### src/rtl/vde_pkg.sv
`timescale 1ns / 1ps
// Shared types, codes and character helpers for the designator id extractor.
// No dependencies; RTL files use scoped names, the testbench imports it.
package vde_pkg;

    localparam int MAX_RES     = 5;
    localparam int CNT_W       = $clog2(MAX_RES + 1);
    localparam int CMD_Q_DEPTH = 4;

    // result kinds
    localparam logic [1:0] KIND_CHAR = 2'd0;
    localparam logic [1:0] KIND_END  = 2'd1;
    localparam logic [1:0] KIND_CUT  = 2'd2;

    // identifier types
    localparam logic [1:0] ID_T10  = 2'd0;
    localparam logic [1:0] ID_EUI  = 2'd1;
    localparam logic [1:0] ID_NAA  = 2'd2;
    localparam logic [1:0] ID_NAME = 2'd3;

    // designator codes
    localparam logic [3:0] DC_T10  = 4'h1;
    localparam logic [3:0] DC_EUI  = 4'h2;
    localparam logic [3:0] DC_NAA  = 4'h3;
    localparam logic [3:0] DC_NAME = 4'h8;

    // walk positions
    localparam logic [2:0] HDR_LEN     = 3'd4;
    localparam logic [2:0] POS_CODE    = 3'd1;
    localparam logic [2:0] POS_LEN     = 3'd3;
    localparam logic [2:0] POS_PAYLOAD = 3'd4;
    localparam logic [2:0] PREFIX_LEN  = 3'd4;

    typedef struct packed {
        logic [7:0] page_byte;
        logic       page_end;
    } t_page_in;

    typedef struct packed {
        logic [1:0] kind;
        logic [7:0] text_char;
        logic [1:0] id_type;
        logic       run_last;
    } t_result;

    typedef struct packed {
        logic [1:0] kind;
        logic [7:0] text_char;
        logic [1:0] id_type;
    } t_slot;

    typedef t_slot [MAX_RES-1:0] t_slot_vec;

    // all results caused by one page byte, oldest in slot 0
    typedef struct packed {
        logic [CNT_W-1:0] count;
        t_slot_vec        slots;
    } t_cmd;

    function automatic logic [7:0] hex_char(input logic [3:0] v);
        logic [7:0] r;
        if (v < 4'd10) begin
            r = 8'h30 + {4'd0, v};
        end else begin
            r = 8'h61 + {4'd0, v} - 8'd10;
        end
        return r;
    endfunction

    function automatic logic [7:0] to_lower(input logic [7:0] c);
        logic [7:0] r;
        r = c;
        if (c >= 8'h41 && c <= 8'h5a) begin
            r = c + 8'd32;
        end
        return r;
    endfunction

    // characters of "t10.", "eui." and "naa."
    function automatic logic [7:0] tag_char(input logic [1:0] ty, input logic [1:0] idx);
        logic [7:0] r;
        case (idx)
            2'd0: begin
                r = (ty == ID_T10) ? 8'h74 : ((ty == ID_EUI) ? 8'h65 : 8'h6e);
            end
            2'd1: begin
                r = (ty == ID_T10) ? 8'h31 : ((ty == ID_EUI) ? 8'h75 : 8'h61);
            end
            2'd2: begin
                r = (ty == ID_T10) ? 8'h30 : ((ty == ID_EUI) ? 8'h69 : 8'h61);
            end
            default: begin
                r = 8'h2e;
            end
        endcase
        return r;
    endfunction

endpackage

### src/rtl/vde_front.sv
`timescale 1ns / 1ps
// Front end: walks the page one accepted byte per cycle, building its result list.
// Depends on vde_pkg.
module vde_front (
    input  logic              i_clk,
    input  logic              i_rst_n,
    input  logic              i_accept,
    input  vde_pkg::t_page_in i_page,
    output vde_pkg::t_cmd     o_cmd,
    output logic              o_cmd_push
);

    logic [2:0]       r_hs,      n_hs;
    logic [2:0]       r_pos,     n_pos;
    logic [3:0]       r_code,    n_code;
    logic [7:0]       r_rem,     n_rem;
    logic             r_emits,   n_emits;
    logic             r_started, n_started;
    logic             r_spend,   n_spend;
    logic             r_stopped, n_stopped;
    logic [2:0]       r_pcnt,    n_pcnt;
    logic             r_lc,      n_lc;
    logic [3:0][7:0]  r_buf,     n_buf;

    vde_pkg::t_cmd cmd;

    function automatic vde_pkg::t_cmd add(input vde_pkg::t_cmd c, input logic [1:0] k,
                                          input logic [7:0] ch, input logic [1:0] ty);
        vde_pkg::t_cmd r;
        r = c;
        if (c.count < vde_pkg::CNT_W'(vde_pkg::MAX_RES)) begin
            r.slots[c.count] = '{kind: k, text_char: ch, id_type: ty};
            r.count          = c.count + 1'b1;
        end
        return r;
    endfunction

    function automatic logic [1:0] cur_type(input logic [3:0] code, input logic lc,
                                            input logic [7:0] b0);
        logic [1:0] r;
        case (code)
            vde_pkg::DC_T10: r = vde_pkg::ID_T10;
            vde_pkg::DC_EUI: r = vde_pkg::ID_EUI;
            vde_pkg::DC_NAA: r = vde_pkg::ID_NAA;
            default: begin
                if (lc) begin
                    r = (b0 == 8'h65) ? vde_pkg::ID_EUI : vde_pkg::ID_NAA;
                end else begin
                    r = vde_pkg::ID_NAME;
                end
            end
        endcase
        return r;
    endfunction

    // send the bytes of a name string that never reached four bytes
    function automatic vde_pkg::t_cmd flush(input vde_pkg::t_cmd c, input logic [3:0] code,
                                            input logic stopped, input logic [2:0] cnt,
                                            input logic [3:0][7:0] bytes);
        vde_pkg::t_cmd r;
        r = c;
        if (code == vde_pkg::DC_NAME && !stopped && cnt < vde_pkg::PREFIX_LEN) begin
            for (int i = 0; i < 4; i++) begin
                if (i < int'(cnt)) begin
                    r = add(r, vde_pkg::KIND_CHAR, bytes[i], vde_pkg::ID_NAME);
                end
            end
        end
        return r;
    endfunction

    function automatic logic is_lc_prefix(input logic [3:0][7:0] p);
        return p[1] != 8'h00 && p[3] == 8'h2e &&
               ((p[0] == 8'h65 && p[1] == 8'h75 && p[2] == 8'h69) ||
                (p[0] == 8'h6e && p[1] == 8'h61 && p[2] == 8'h61));
    endfunction

    always_comb begin
        logic [7:0] b;
        logic       len_ok_eui;
        logic       len_ok_naa;
        logic [1:0] ty;

        b          = i_page.page_byte;
        cmd        = '0;
        len_ok_eui = (b == 8'd8) || (b == 8'd12) || (b == 8'd16);
        len_ok_naa = (b == 8'd8) || (b == 8'd16);
        ty         = vde_pkg::ID_T10;

        n_hs      = r_hs;
        n_pos     = r_pos;
        n_code    = r_code;
        n_rem     = r_rem;
        n_emits   = r_emits;
        n_started = r_started;
        n_spend   = r_spend;
        n_stopped = r_stopped;
        n_pcnt    = r_pcnt;
        n_lc      = r_lc;
        n_buf     = r_buf;

        if (r_hs < vde_pkg::HDR_LEN) begin
            n_hs = r_hs + 3'd1;
        end else if (r_pos < vde_pkg::POS_LEN) begin
            if (r_pos == vde_pkg::POS_CODE) begin
                n_code = b[3:0];
            end
            n_pos = r_pos + 3'd1;
        end else if (r_pos == vde_pkg::POS_LEN) begin
            // length byte: open a new descriptor
            n_started = 1'b0;
            n_spend   = 1'b0;
            n_stopped = 1'b0;
            n_pcnt    = 3'd0;
            n_lc      = 1'b0;
            n_emits   = (r_code == vde_pkg::DC_T10) ||
                        (r_code == vde_pkg::DC_EUI && len_ok_eui) ||
                        (r_code == vde_pkg::DC_NAA && len_ok_naa) ||
                        (r_code == vde_pkg::DC_NAME);
            ty        = cur_type(r_code, 1'b0, r_buf[0]);
            if (n_emits && r_code != vde_pkg::DC_NAME) begin
                for (int i = 0; i < 4; i++) begin
                    cmd = add(cmd, vde_pkg::KIND_CHAR, vde_pkg::tag_char(ty, 2'(i)), ty);
                end
            end
            if (b == 8'd0) begin
                if (n_emits) begin
                    cmd = add(cmd, vde_pkg::KIND_END, 8'd0, ty);
                end
                n_pos = 3'd0;
            end else begin
                n_rem = b;
                n_pos = vde_pkg::POS_PAYLOAD;
            end
        end else begin
            if (r_emits) begin
                case (r_code)
                    vde_pkg::DC_T10: begin
                        if (!r_stopped) begin
                            if (b == 8'd0) begin
                                n_stopped = 1'b1;
                            end else if (!(!r_started && b == 8'h20) &&
                                         !(b < 8'h20 || b > 8'h7e || b == 8'h22)) begin
                                if (b == 8'h20) begin
                                    n_spend = 1'b1;
                                end else begin
                                    if (r_spend) begin
                                        cmd     = add(cmd, vde_pkg::KIND_CHAR, 8'h5f,
                                                      vde_pkg::ID_T10);
                                        n_spend = 1'b0;
                                    end
                                    cmd       = add(cmd, vde_pkg::KIND_CHAR, b, vde_pkg::ID_T10);
                                    n_started = 1'b1;
                                end
                            end
                        end
                    end
                    vde_pkg::DC_EUI, vde_pkg::DC_NAA: begin
                        ty  = cur_type(r_code, r_lc, r_buf[0]);
                        cmd = add(cmd, vde_pkg::KIND_CHAR, vde_pkg::hex_char(b[7:4]), ty);
                        cmd = add(cmd, vde_pkg::KIND_CHAR, vde_pkg::hex_char(b[3:0]), ty);
                    end
                    default: begin
                        if (!r_stopped) begin
                            if (b == 8'd0) begin
                                cmd       = flush(cmd, r_code, r_stopped, r_pcnt, r_buf);
                                n_stopped = 1'b1;
                            end else if (r_pcnt < vde_pkg::PREFIX_LEN) begin
                                n_buf[r_pcnt[1:0]] = b;
                                n_pcnt             = r_pcnt + 3'd1;
                                if (n_pcnt == vde_pkg::PREFIX_LEN) begin
                                    n_lc = is_lc_prefix(n_buf);
                                    ty   = cur_type(r_code, n_lc, n_buf[0]);
                                    for (int i = 0; i < 4; i++) begin
                                        cmd = add(cmd, vde_pkg::KIND_CHAR, n_buf[i], ty);
                                    end
                                end
                            end else begin
                                ty  = cur_type(r_code, r_lc, r_buf[0]);
                                cmd = add(cmd, vde_pkg::KIND_CHAR,
                                          r_lc ? vde_pkg::to_lower(b) : b, ty);
                            end
                        end
                    end
                endcase
            end
            n_rem = r_rem - 8'd1;
            if (n_rem == 8'd0) begin
                if (r_emits) begin
                    cmd = flush(cmd, r_code, n_stopped, n_pcnt, n_buf);
                    cmd = add(cmd, vde_pkg::KIND_END, 8'd0, cur_type(r_code, n_lc, n_buf[0]));
                end
                n_pos = 3'd0;
            end
        end

        if (i_page.page_end) begin
            if (n_pos == vde_pkg::POS_PAYLOAD && n_emits) begin
                cmd = flush(cmd, n_code, n_stopped, n_pcnt, n_buf);
                cmd = add(cmd, vde_pkg::KIND_CUT, 8'd0, cur_type(n_code, n_lc, n_buf[0]));
            end
            // start a fresh page
            n_hs      = 3'd0;
            n_pos     = 3'd0;
            n_code    = 4'd0;
            n_rem     = 8'd0;
            n_emits   = 1'b0;
            n_started = 1'b0;
            n_spend   = 1'b0;
            n_stopped = 1'b0;
            n_pcnt    = 3'd0;
            n_lc      = 1'b0;
        end
    end

    always_ff @(posedge i_clk) begin
        if (!i_rst_n) begin
            r_hs      <= 3'd0;
            r_pos     <= 3'd0;
            r_code    <= 4'd0;
            r_rem     <= 8'd0;
            r_emits   <= 1'b0;
            r_started <= 1'b0;
            r_spend   <= 1'b0;
            r_stopped <= 1'b0;
            r_pcnt    <= 3'd0;
            r_lc      <= 1'b0;
        end else if (i_accept) begin
            r_hs      <= n_hs;
            r_pos     <= n_pos;
            r_code    <= n_code;
            r_rem     <= n_rem;
            r_emits   <= n_emits;
            r_started <= n_started;
            r_spend   <= n_spend;
            r_stopped <= n_stopped;
            r_pcnt    <= n_pcnt;
            r_lc      <= n_lc;
        end
    end

    // prefix bytes are only read below the fill count
    always_ff @(posedge i_clk) begin
        if (i_accept) begin
            r_buf <= n_buf;
        end
    end

    assign o_cmd      = cmd;
    assign o_cmd_push = i_accept && (cmd.count != '0);

endmodule

### src/rtl/vde_cmdq.sv
`timescale 1ns / 1ps
// Short queue of per-byte result lists between the front and back ends.
// Depends on vde_pkg.
module vde_cmdq #(
    parameter int Depth = vde_pkg::CMD_Q_DEPTH
) (
    input  logic          i_clk,
    input  logic          i_rst_n,
    input  logic          i_push,
    input  vde_pkg::t_cmd i_cmd,
    output logic          o_full,
    input  logic          i_pop,
    output vde_pkg::t_cmd o_head,
    output logic          o_valid
);

    localparam int PtrW = $clog2(Depth);
    localparam int CntW = $clog2(Depth + 1);

    vde_pkg::t_cmd   r_mem [Depth];
    logic [PtrW-1:0] r_wr, n_wr;
    logic [PtrW-1:0] r_rd, n_rd;
    logic [CntW-1:0] r_cnt;

    always_comb begin
        n_wr = (r_wr == PtrW'(Depth - 1)) ? '0 : r_wr + 1'b1;
        n_rd = (r_rd == PtrW'(Depth - 1)) ? '0 : r_rd + 1'b1;
    end

    always_ff @(posedge i_clk) begin
        if (!i_rst_n) begin
            r_wr  <= '0;
            r_rd  <= '0;
            r_cnt <= '0;
        end else begin
            if (i_push) begin
                r_wr <= n_wr;
            end
            if (i_pop) begin
                r_rd <= n_rd;
            end
            case ({i_push, i_pop})
                2'b10:   r_cnt <= r_cnt + 1'b1;
                2'b01:   r_cnt <= r_cnt - 1'b1;
                default: r_cnt <= r_cnt;
            endcase
        end
    end

    always_ff @(posedge i_clk) begin
        if (i_push) begin
            r_mem[r_wr] <= i_cmd;
        end
    end

    assign o_head  = r_mem[r_rd];
    assign o_valid = (r_cnt != '0);
    assign o_full  = (r_cnt == CntW'(Depth));

endmodule

### src/rtl/vde_back.sv
`timescale 1ns / 1ps
// Back end: sends result lists via an output register, one item per cycle while popped.
// Depends on vde_pkg.
module vde_back (
    input  logic             i_clk,
    input  logic             i_rst_n,
    input  vde_pkg::t_cmd    i_head,
    input  logic             i_head_valid,
    output logic             o_head_pop,
    output vde_pkg::t_result o_result,
    output logic             o_empty,
    input  logic             i_pop
);

    logic [vde_pkg::CNT_W-1:0] r_idx;
    logic                      r_valid;
    vde_pkg::t_result          r_res;
    logic                      adv;
    logic                      at_last;
    vde_pkg::t_slot            slot;

    always_comb begin
        adv        = i_head_valid && (!r_valid || i_pop);
        at_last    = (r_idx == i_head.count - 1'b1);
        slot       = i_head.slots[r_idx];
        o_head_pop = adv && at_last;
    end

    always_ff @(posedge i_clk) begin
        if (!i_rst_n) begin
            r_idx   <= '0;
            r_valid <= 1'b0;
        end else begin
            if (adv) begin
                r_idx   <= at_last ? '0 : r_idx + 1'b1;
                r_valid <= 1'b1;
            end else if (i_pop) begin
                r_valid <= 1'b0;
            end
        end
    end

    always_ff @(posedge i_clk) begin
        if (adv) begin
            r_res <= '{kind: slot.kind, text_char: slot.text_char,
                       id_type: slot.id_type, run_last: at_last};
        end
    end

    assign o_result = r_res;
    assign o_empty  = !r_valid;

endmodule

### src/rtl/vpd_designator_id_extractor_top.sv
`timescale 1ns / 1ps
// Top level of the device identification designator extractor.
// Depends on vde_pkg, vde_front, vde_cmdq and vde_back.
//
//   channel  direction  handshake            payload
//   -------  ---------  -------------------  -------------------------------
//   page     in         push / full          i_page   (page_byte, page_end)
//   result   out        empty / pop          o_result (kind, text_char,
//                                                      id_type, run_last)
//
// A page byte is taken every cycle while full is low; the front end settles it in
// that cycle. Results leave the output register at one item per cycle while pop is
// high, so a byte that causes n items holds the back end until all n have left
// (two for a hex byte that does not end its descriptor). With the queue empty, the
// first item of a byte goes through the queue entry, then the output register.
// Synchronous reset clears the walk, the queue and the output register.
// full rises when the command queue holds QDepth lists, behind a stalled pop or
// when bytes that cause several items each arrive back to back.
module vpd_designator_id_extractor_top #(
    parameter int QDepth = vde_pkg::CMD_Q_DEPTH
) (
    input  logic              i_clk,
    input  logic              i_rst_n,
    input  logic              push,
    output logic              full,
    input  vde_pkg::t_page_in i_page,
    output logic              empty,
    input  logic              pop,
    output vde_pkg::t_result  o_result
);

    logic          accept;
    vde_pkg::t_cmd cmd;
    logic          cmd_push;
    vde_pkg::t_cmd head;
    logic          head_valid;
    logic          head_pop;
    logic          q_full;

    assign accept = push && !q_full;
    assign full   = q_full;

    vde_front u_front (
        .i_clk      (i_clk),
        .i_rst_n    (i_rst_n),
        .i_accept   (accept),
        .i_page     (i_page),
        .o_cmd      (cmd),
        .o_cmd_push (cmd_push)
    );

    vde_cmdq #(
        .Depth (QDepth)
    ) u_cmdq (
        .i_clk   (i_clk),
        .i_rst_n (i_rst_n),
        .i_push  (cmd_push),
        .i_cmd   (cmd),
        .o_full  (q_full),
        .i_pop   (head_pop),
        .o_head  (head),
        .o_valid (head_valid)
    );

    vde_back u_back (
        .i_clk        (i_clk),
        .i_rst_n      (i_rst_n),
        .i_head       (head),
        .i_head_valid (head_valid),
        .o_head_pop   (head_pop),
        .o_result     (o_result),
        .o_empty      (empty),
        .i_pop        (pop)
    );

endmodule

### config.mk
export PLATFORM = sky130hd
export DESIGN_NAME = vpd_designator_id_extractor_top
export DESIGN_NICKNAME = d
export VERILOG_FILES = /design/src/rtl/vde_pkg.sv /design/src/rtl/vde_front.sv /design/src/rtl/vde_cmdq.sv /design/src/rtl/vde_back.sv /design/src/rtl/vpd_designator_id_extractor_top.sv
export SDC_FILE = /design/constraint.sdc
export NUM_CORES = 1
export LEC_CHECK = 0
export BUFFER_PORTS_ARGS = -buffer_cell sky130_fd_sc_hd__buf_2
export CORE_ASPECT_RATIO = 1.75
export CORE_MARGIN = 4
export CORE_UTILIZATION = 35
export CTS_CLUSTER_SIZE = 28
export DETAILED_ROUTE_END_ITERATION = 8
export PLACE_DENSITY = 0.52
export SETUP_SLACK_MARGIN = 0.5
export SYNTH_ARGS = -nofsm -noshare
export SYNTH_HDL_FRONTEND = slang
export SYNTH_SLANG_ARGS = --single-unit
export TNS_END_PERCENT = 5
### constraint.sdc
create_clock -name i_clk -period 13.15 [get_ports i_clk]
set_input_delay 2.63 -clock i_clk [delete_from_list [all_inputs] [get_ports i_clk]]
set_output_delay 2.63 -clock i_clk [all_outputs]
set_load 0.02 [all_outputs]
=== After elaboration in Yosys (flattened, before gate mapping) ===
Memory sizes are Yosys's and may differ from the RTL's. A register that Yosys moved wholly into a read port is not among the register bits.
Index checks and enable logic that the tools add are counted.

* Register bits: 82
* Memory bits (writable): 252
* Input bits: 13
* Output and inout port bits: 15
* Logic and storage cells: 705
* Memories kept: 1

{| class="wikitable"
|+ Memories
! name !! words !! width !! read ports !! clocked after Yosys merged registers in !! write ports !! RTL line !! text
|-
| u_cmdq.r_mem || 4 || 63 || 1 || 1 || 1 || vde_cmdq.sv:20 || <nowiki>vde_pkg::t_cmd r_mem [Depth];</nowiki>
|}

* Add/subtract/negate cells: 39
* Magnitude comparators: 92
* Equal/unequal tests: 41
* Muxes and demuxes: 427
* Reduce and logical (&&, ||, !) cells: 82

{| class="wikitable"
|+ Operators by type and width
! operator !! number
|-
| $mux 63 || 154
|-
| $bwmux 60 || 22
|-
| $demux 12 s3 || 22
|-
| $mux 12 || 41
|-
| $mux 32 || 11
|-
| $mux 8 || 30
|-
| $pmux 63 s2 || 1
|-
| $mux 61 || 2
|-
| $mux 3 || 39
|-
| $lt 3x4->1 const B || 23
|-
| $add 3x1->3 const B || 27
|-
| $lt 3x3->1 const B || 26
|-
| $eq 8x7->1 const B || 9
|-
| $mux 2 || 36
|-
| $ge 3x1->1 const B || 22
|-
| $mux 1 || 52
|-
| $logic_and 1x1->1 || 46
|-
| $bmux 12 s3 || 1
|-
| $bwmux 32 || 1
|-
| $eq 8x6->1 const B || 3
|-
| $mux 4 || 6
|-
| $pmux 2 s3 || 4
|-
| $lt 1x3->1 const A || 6
|-
| $lt 2x3->1 const A || 6
|-
| 47 further kinds || 91
|}

=== Longest topological paths before layout ===
Gate-level depths: netlist of the first run.

* Depth in word-level cells: 186
* Gate-level depth with buffers: 53
* Gate-level depth less buffers: 49

=== Modules after synthesis ===
Synthesis of the first run repeated with hierarchy kept, for this count alone.

* Cells, all modules: 2249
* Area, all modules: 22540.4 um^2

{| class="wikitable"
|+ Modules (own cells, without submodules)
! module !! instances !! cells an instance !! area each (um^2) !! sequential area each (um^2)
|-
| vde_front || 1 || 1777 || 11742.5 || 1481.4
|-
| vde_cmdq || 1 || 372 || 9619.2 || 7747.4
|-
| vde_back || 1 || 99 || 1164.9 || 470.5
|-
| vpd_designator_id_extractor_top || 1 || 1 || 13.8 || 0.0
|}

=== Worst setup path before layout of the first run ===
Ideal clock, no wire load.

* Path type: input -> register
* From: input i_page[6] in the netlist's numbering
* To: memory u_cmdq.r_mem[1][0] in the netlist's numbering (enable)
* Setup time: 428 ps
* Arrival: 12072 ps
* Required time: 12722 ps
* Setup slack: 650 ps
* Cell stages on the path: 45
* Path buffers: 3
* Cells stage by stage: buf_1 inv_1 ha_1 nand2_1 o21ai_2 nor3_4 a41oi_4 nor3_1 or2_2 ha_1 inv_1 o32ai_2 nor2_2 inv_1 ha_1 inv_1 nor2_1 a311oi_1 [9 not listed] ha_1 nand2_1 a32oi_1 o21ai_0 inv_1 ha_1 o211ai_1 o221ai_1 buf_2 ha_1 nor2_1 o211ai_1 o311ai_1 a31oi_2 ha_1 o41ai_4 a31oi_1 and2_1

* Longest elaborated chain between the ends: 88
* Elaborated cells between the ends (all ways): 173
* Classes of those cells: add/sub: 11; order compare: 23; eq/ne: 6; mux: 108; reduce/logical: 25

{| class="wikitable"
|+ Ends and longest elaborated chain
! element !! RTL line !! text
|-
| start: declaration || vpd_designator_id_extractor_top.sv:26 || <nowiki>input vde_pkg::t_page_in i_page,</nowiki>
|-
| $lt 8x6->1 or $gt 8x7->1 (tied branches) || vde_front.sv:143 || <nowiki>!(b < 8'h20 || b > 8'h7e || b == 8'h22)) begin</nowiki>
|-
| $logic_or 1x1->1 (2 in series) || vde_front.sv:143 ||
|-
| $logic_not 1->1 || vde_front.sv:143 ||
|-
| $logic_and 1x1->1 || vde_front.sv:142 || <nowiki>end else if (!(!r_started && b == 8'h20) &&</nowiki>
|-
| $mux 63 || vde_front.sv:142 ||
|-
| $mux 63 || vde_front.sv:140 || <nowiki>if (b == 8'd0) begin</nowiki>
|-
| $mux 63 || vde_front.sv:139 || <nowiki>if (!r_stopped) begin</nowiki>
|-
| $pmux 63 s2 || vde_front.sv:137 || <nowiki>case (r_code)</nowiki>
|-
| [71 not listed] || -- ||
|-
| $add 3x1->3 or $lt 3x3->1 (tied branches) || vde_front.sv:33, vde_front.sv:31 ||
|-
| $mux 63 || vde_front.sv:31 || <nowiki>if (c.count < vde_pkg::CNT_W'(vde_pkg::MAX_RES)) begin</nowiki>
|-
| $mux 63 || vde_front.sv:198 || <nowiki>if (n_pos == vde_pkg::POS_PAYLOAD && n_emits) begin</nowiki>
|-
| $mux 63 (*) || vde_front.sv:197 || <nowiki>if (i_page.page_end) begin</nowiki>
|-
| $reduce_bool 3->1 (*) || vde_front.sv:250 || <nowiki>assign o_cmd_push = i_accept && (cmd.count != '0);</nowiki>
|-
| $logic_and 1x1->1 (*) || vde_front.sv:250 ||
|-
| $mux 1 (*) || vde_cmdq.sv:51 || <nowiki>if (i_push) begin</nowiki>
|-
| $mux 1 (not written as such) (*) || vde_cmdq.sv:52 || <nowiki>r_mem[r_wr] <= i_cmd;</nowiki>
|-
| end: declaration || vde_cmdq.sv:20 ||
|}

Mark *: on every way between the ends. The rest lies on a longest branch, timed or not. The select of a mux whose other input is x is not followed.

=== Final worst setup path of the first run ===
* From: input i_page[6] in the netlist's numbering
* To: register u_cmdq.r_cnt[2]

* Longest elaborated chain between the ends: 88
* Elaborated cells between the ends (all ways): 175
* Classes of those cells: add/sub: 11; order compare: 23; eq/ne: 8; mux: 107; reduce/logical: 26

{| class="wikitable"
|+ Ends and longest elaborated chain
! element !! RTL line !! text
|-
| $lt 8x6->1 or $gt 8x7->1 (tied branches) || vde_front.sv:143 ||
|-
| $logic_or 1x1->1 (2 in series) || vde_front.sv:143 ||
|-
| $logic_not 1->1 || vde_front.sv:143 ||
|-
| $logic_and 1x1->1 || vde_front.sv:142 ||
|-
| $mux 63 || vde_front.sv:142 ||
|-
| $mux 63 || vde_front.sv:140 ||
|-
| $mux 63 || vde_front.sv:139 ||
|-
| $pmux 63 s2 || vde_front.sv:137 ||
|-
| [71 not listed] || -- ||
|-
| $add 3x1->3 or $lt 3x3->1 (tied branches) || vde_front.sv:33, vde_front.sv:31 ||
|-
| $mux 63 || vde_front.sv:31 ||
|-
| $mux 63 || vde_front.sv:198 ||
|-
| $mux 63 (*) || vde_front.sv:197 ||
|-
| $reduce_bool 3->1 (*) || vde_front.sv:250 ||
|-
| $logic_and 1x1->1 (*) || vde_front.sv:250 ||
|-
| $eq 2x1->1 or $eq 2x2->1 (tied branches) || vde_cmdq.sv:42 || <nowiki>case ({i_push, i_pop})</nowiki>
|-
| $pmux 3 s2 or $reduce_bool 2->1 (tied branches) || -- ||
|-
| end signal: assignment || vde_cmdq.sv:43 || <nowiki>2'b10: r_cnt <= r_cnt + 1'b1;</nowiki>
|-
| end signal: assignment || vde_cmdq.sv:44 || <nowiki>2'b01: r_cnt <= r_cnt - 1'b1;</nowiki>
|-
| end signal: assignment || vde_cmdq.sv:45 || <nowiki>default: r_cnt <= r_cnt;</nowiki>
|-
| end: declaration || vde_cmdq.sv:23 || <nowiki>logic [CntW-1:0] r_cnt;</nowiki>
|}

Marks and branches as above.
A chain may end at the register's enable or synchronous reset.

==> results of run 1 <==
[worst register-to-register path, delay by kind of cell, from the launching register on]
kind / cells / cell delay, ns
and+or+nand+nor: 14 / 2.51
buffers and inverters: 9 / 1.20
xor gates and xnor gates: 1 / 0.16
AOI/OAI and AO/OA: 14 / 3.24
DFF: 1 / 0.62
adders and majority gates: 9 / 3.27
[cells in the mapped netlist, types with 15 or more instances]
library cell  number  area (um^2)
mux4_2            63         1419
ha_1              37        462.9
nor3_1            44        220.2
inv_1             62        232.7
nand4_1           27        168.9
o22ai_1           51        319.1
o211ai_1          24        180.2
mux2i_1          123         1231
nor2_1           197        739.5
mux2_2            26        292.8
a31oi_1           24        150.1
nand2_1          187        701.9
a21oi_1          160        800.8
a221oi_1          15        131.4
o221ai_1          20        175.2
a211oi_1          16        120.1
dfxtp_1           39        780.8
buf_1             16        60.06
buf_2             19        95.09
o31ai_1           18        135.1
o21ai_1           17        85.08
nand3_1           48        240.2
edfxtp_1         297         8919
a21o_1            25        187.7
o21ai_0          136        680.7
and2_1            30        187.7
a22oi_1           44        330.3
clkbuf_1         110        412.9
nor2b_1           24        150.1
[per-layer routing]
layer | up-vias | global-route usage | wire length, um
met5 | - | 0 | 0
met1 | 9243 | 0.2765 | 31080
met4 | 0 | 0.1982 | 8497
li1 | 8356 | - | -
met2 | 812 | 0.4701 | 46650
met3 | 326 | 0.03326 | 4045
[cells in the final DEF (no fill, tap or decap), types with 42 or more instances in the layout]
cell and instances:
a21oi_1 159, a22oi_1 44, buf_4 91, edfxtp_1 297
inv_1 61, mux2i_1 123, mux4_2 63, nand2_1 187
nand3_1 48, nor2_1 196, nor3_1 42, o21ai_0 135
o22ai_1 51
[sequential cells by signal, summed over array words and instances (netlist names), 2 cells and up, named ones only]
signal           cells
u_back.o_result     13
u_back.r_idx         3
u_cmdq.r_cnt         3
u_cmdq.r_mem       252
u_cmdq.r_rd          2
u_cmdq.r_wr          2
u_front.r_buf       32
u_front.r_code       4
u_front.r_hs         3
u_front.r_pcnt       3
u_front.r_pos        3
u_front.r_rem        8
[layout make-up]
cell class / instances / area (um^2) / share of cell area
Antenna cell: 1 / 2.502 / 0.0001028
Clock buffer: 39 / 890.9 / 0.03660
Clock inverter: 22 / 209.0 / 0.008583
Inverter: 69 / 260.3 / 0.01069
Multi-Input combinational cell: 1603 / 11460 / 0.4706
Sequential cell: 336 / 9704 / 0.3986
Tap cell: 799 / 999.7 / 0.04107
Timing Repair Buffer: 118 / 820.8 / 0.03372
[power by group]
group / total, mW / internal, mW / switching (mW)
Sequential: 1.16 / 1.15 / 0.0120
Combinational: 0.0828 / 0.0214 / 0.0614
Clock: 0.979 / 0.535 / 0.444
Total: 2.23 / 1.71 / 0.517
[stage by stage]
step	utilization	setup slack [ns]
floorplan	-	0.6502
global placement	0.3729	0.6372
detailed placement	0.3729	0.5216
CTS	0.3906	1.075
global route	0.3912	0.5244
finish	0.3912	1.243
[logic make-up (layout without fill, tap and decap cells)]
logic type	count (synthesis)	in the layout	share of synthesized area
AOI/OAI and AO/OA	680	680	0.2090
adders and majority gates	38	38	0.02199
muxes	212	212	0.1340
buffers and inverters	220	248	0.04061
other	0	1	0
DFF	336	336	0.4415
and+or+nand+nor	658	658	0.1470
xor gates and xnor gates	15	15	0.005981
[worst paths after layout]
check / slack (ns) / start / cells past startpoint / endpoint
max: 1.24 / i_page[6] / 46 / u_cmdq.r_cnt[2]
min: 0.53 / u_cmdq.r_cnt[2] / 2 / u_cmdq.r_cnt[2]
max reg2reg: 2.08 / u_front.r_pcnt[1] / 47 / u_cmdq.r_cnt[2]
min reg2reg: 0.53 / u_cmdq.r_cnt[2] / 2 / u_cmdq.r_cnt[2]
[repair_timing]
action,CTS,global route
gates resized for setup,0,6
setup endpoints to repair,0,77
buffers inserted,0,1
==> results_dict.tcl, run 1 <==
set metrics [dict create \
    power_mw 2.226 \
    antenna_found_initial 1 \
    cts.sinks 336 \
    die_area_um2 66990 \
    worst_pin_slew_ns 1.419 \
    nNetsFinal 2213 \
    critical_path_buf_inv_count 9 \
    async_reset_ff_frac 0 \
    htree_levels 2 \
    synth_flop_cell "edfxtp_1" \
    power.density_nw_per_um2 91.43 \
    hold_viol 0 \
    grt_util_all_layers 0.2628 \
    wl_per_cell_um 30.22 \
    grt_start_max_net_pins 70 \
    critPathKind "primary input to register" \
    numPortBuffers 27 \
    netlist_instances 2159 \
    grt_pass1_wl_um 130500 \
    vias 18737 \
    clk_pin_slew_ns 0.06 \
    cts_buffers 34 \
    fmax_ghz 0.08398 \
    drc 0 \
    synth_area_per_cell_um2 10.17 \
    skew_ns 0.02692 \
    holdWs_ns 0.5294 \
    design_area_um2 24340 \
    fin_crit_sh 0.9055 \
    crit_required_ns 13.62 \
    fp.dieH_um 339.4 \
    status "finished clean" \
    finalSetupTns_ns 0 \
    syn_to_final_growth_pct 10.82 \
    insertion_delay_ns 0.57 \
    post-dp-hpwl_um 68440 \
    antenna_left 0 \
    viasPerCell 6.273 \
    grt_setup_unrepaired "false" \
    initial_core_util 0.3530 \
    place_area_um2 23200 \
    vdd_drop_max_mv 0.07849 \
    grt_pass1_vias 18607 \
    n_fill_cell 6038 \
    slowest_delay_ns 0.52 \
    relSlewSlack 0.04411 \
    cap_violations 0 \
    synth.distinct_cells 115 \
    ioPinCount 28 \
    gp_congestion 1.031 \
    min_period_ns 11.91 \
    start_kind "primary input" \
    core_region_area_um2 62220 \
    drtPass1Iterations 7 \
    maxSlewViolCount 0 \
    cts-root-buf "clkbuf_16" \
    cts_tree "yes" \
    crit_slowest_cell "nor4b_2" \
    layoutNonFillerInstCount 2987 \
    crit_fanout 19 \
    ys_ff_latch 336 \
    drt_iter0_drc 1767 \
    synth_edf_count 297 \
    die_w_um 197.4 \
    synthesis.nets 2210 \
    routed_wl_um 90280 \
    crit_path_end_kind "register" \
    placed_cells 2924 \
    leakagePower_nw 8.036 \
    ctsHoldBuffers 0 \
    arrival_ns 12.38 \
    netlist_area_um2 21970 \
    row_count 121 \
    drive_gt1_frac 0.1545 \
    cts_buffer_depth 3 \
    grt_overflow 0 \
    ys_warn_count 0 \
    seq_area_frac_synth 0.4415 \
    setup_viol 0 \
    hold_path.class "register to register" \
    critPathTopFamily "compound AO/OA/AOI/OAI gates" \
]
No activity file was read; power rests on OpenSTA's default activity.
==> inputs of run 2 (changes only) <==
- CORE_UTILIZATION: 35 -> 58
- PLACE_DENSITY: 0.52 -> 0.78
==> results_dict.tcl, run 2 (synthesis gave the netlist of run 1 again) <==
set metrics [dict create \
    status "complete, but fails checks" \
    violations "max-capacitance violations, max-slew violations" \
    row_count 94 \
    maxSlewViolCount 8 \
    crit_slowest_cell "or4_4" \
    vias 19962 \
    nNetsFinal 2214 \
    numPortBuffers 27 \
    cts_buffers 29 \
    cts_setup_buffers 0 \
    leakagePower_nw 7.993 \
    grt_overflow 0 \
    grt_pass1_wl_um 131500 \
    grt_start_max_net_pins 70 \
    gr-usage-met1 0.4573 \
    fin_util 0.6358 \
    antenna_found_initial 1 \
    hold_viol 0 \
    cts_tree "yes" \
    insertion_delay_ns 0.60 \
    drt_iter0_drc 2818 \
    drc 0 \
    die_area_um2 41180 \
    regMostFlops "u_cmdq.r_mem" \
    post-dp-hpwl_um 65200 \
    gp_congestion 1.134 \
    use_met3 0.07879 \
    fmax_ghz 0.08210 \
    grt_setup_unrepaired "false" \
    setup_viol 0 \
    largest_reg_flops 252 \
    most-common-layout-cells "edfxtp_1 (297), nor2_1 (196), nand2_1 (187)" \
    vdd_drop_max_mv 0.1092 \
    ctsResizeCount 0 \
    drive_gt1_frac 0.1520 \
    cts_buffer_depth 3 \
    min_period_ns 12.18 \
    power_mw 2.126 \
    slowest_delay_ns 0.52 \
    fp.dieH_um 265.5 \
    cap_violations 2 \
    grt.busiest_layer "met2" \
    clk_pin_slew_ns 0.07 \
    place_area_um2 22880 \
    crit_fanout 12 \
    ioPinCount 28 \
    critPathKind "primary input to register" \
    htree_levels 1 \
    drtPass1Iterations 8 \
    viasPerCell 7.490 \
    core_region_area_um2 37520 \
    critical_path_buf_inv_count 10 \
    ctsHoldBuffers 0 \
    grt_util_all_layers 0.4304 \
    skew_ns 0.04387 \
    antenna_left 0 \
    cts-root-buf "clkbuf_16" \
    use_met2 0.7217 \
    wl_per_cell_um 33.82 \
    relSlewSlack -0.05055 \
    crit_path_end_kind "register" \
    arrival_ns 12.69 \
    syn_to_final_growth_pct 8.595 \
    start_kind "primary input" \
    initial_core_util 0.5855 \
    crit_required_ns 13.66 \
    worst_pin_slew_ns 1.532 \
    finalSetupTns_ns 0 \
    critPathTopFamily "simple AND/OR/NAND/NOR gates" \
    design_area_um2 23860 \
    power.density_nw_per_um2 89.13 \
    final_common_cell "edfxtp_1" \
    cts.sinks 336 \
    die_w_um 155.1 \
    grt_pass1_vias 19893 \
    fin_crit_sh 0.9262 \
    hold_path.class "register to register" \
    routed_wl_um 90130 \
]
[run 2: power breakdown]
part           switching [mW]  internal, mW
combinational          0.0591        0.0207
sequential             0.0123          1.15
clock                   0.414         0.469
[run 2: worst min-delay path: cells and delay by family (launching register included)]
| family | cells | cell delay (ns) |
|---|---|---|
| flops | 1 | 0.33 |
| compound gates | 2 | 0.15 |
[run 2: final timing paths]
| kind | to | startpoint | cells past startpoint | slack [ns] |
|---|---|---|---|---|
| worst max register to register | u_cmdq.r_cnt[2] | u_front.r_pcnt[1] | 48 | 2.72 |
| worst min register to register | u_cmdq.r_cnt[2] | u_cmdq.r_cnt[2] | 2 | 0.53 |
| worst max-delay path | u_cmdq.r_cnt[2] | i_page[6] | 48 | 0.97 |
| worst min-delay path | u_cmdq.r_cnt[2] | u_cmdq.r_cnt[2] | 2 | 0.53 |
[run 2: final cells by class]
cell class | count | area [um^2]
clock buffers | 35 | 748.2
flip-flops and latches | 336 | 9704
fillers | 2804 | 13660
repair buffers | 124 | 915.9
well taps | 480 | 600.6
inverters | 69 | 260.3
multi-input cells | 1603 | 11430
clock inverters | 17 | 193.9
diodes | 1 | 2.502
[run 2: metal layers]
metal,part of all wire,vias to the layer above,wire length [um]
li1,-,8346,-
met1,0.31,9427,28210
met2,0.48,1622,43520
met3,0.087,565,7819
met4,0.12,2,10560
met5,0.00022,-,20
[run 2: stage by stage]
| stage | cells | hold slack (ns) | setup slack [ns] |
|---|---|---|---|
| 2_1_floorplan | 2159 | 0.4729 | 0.6502 |
| 3_3_place_gp | 2611 | 0.4982 | 0.7022 |
| 3_5_place_dp | 2611 | 0.5196 | 0.3976 |
| 4_1_cts | 2663 | 0.5283 | 0.9452 |
| 5_1_grt | 2664 | 0.5641 | 0.5295 |
| 6_report | 2665 | 0.5278 | 0.9704 |
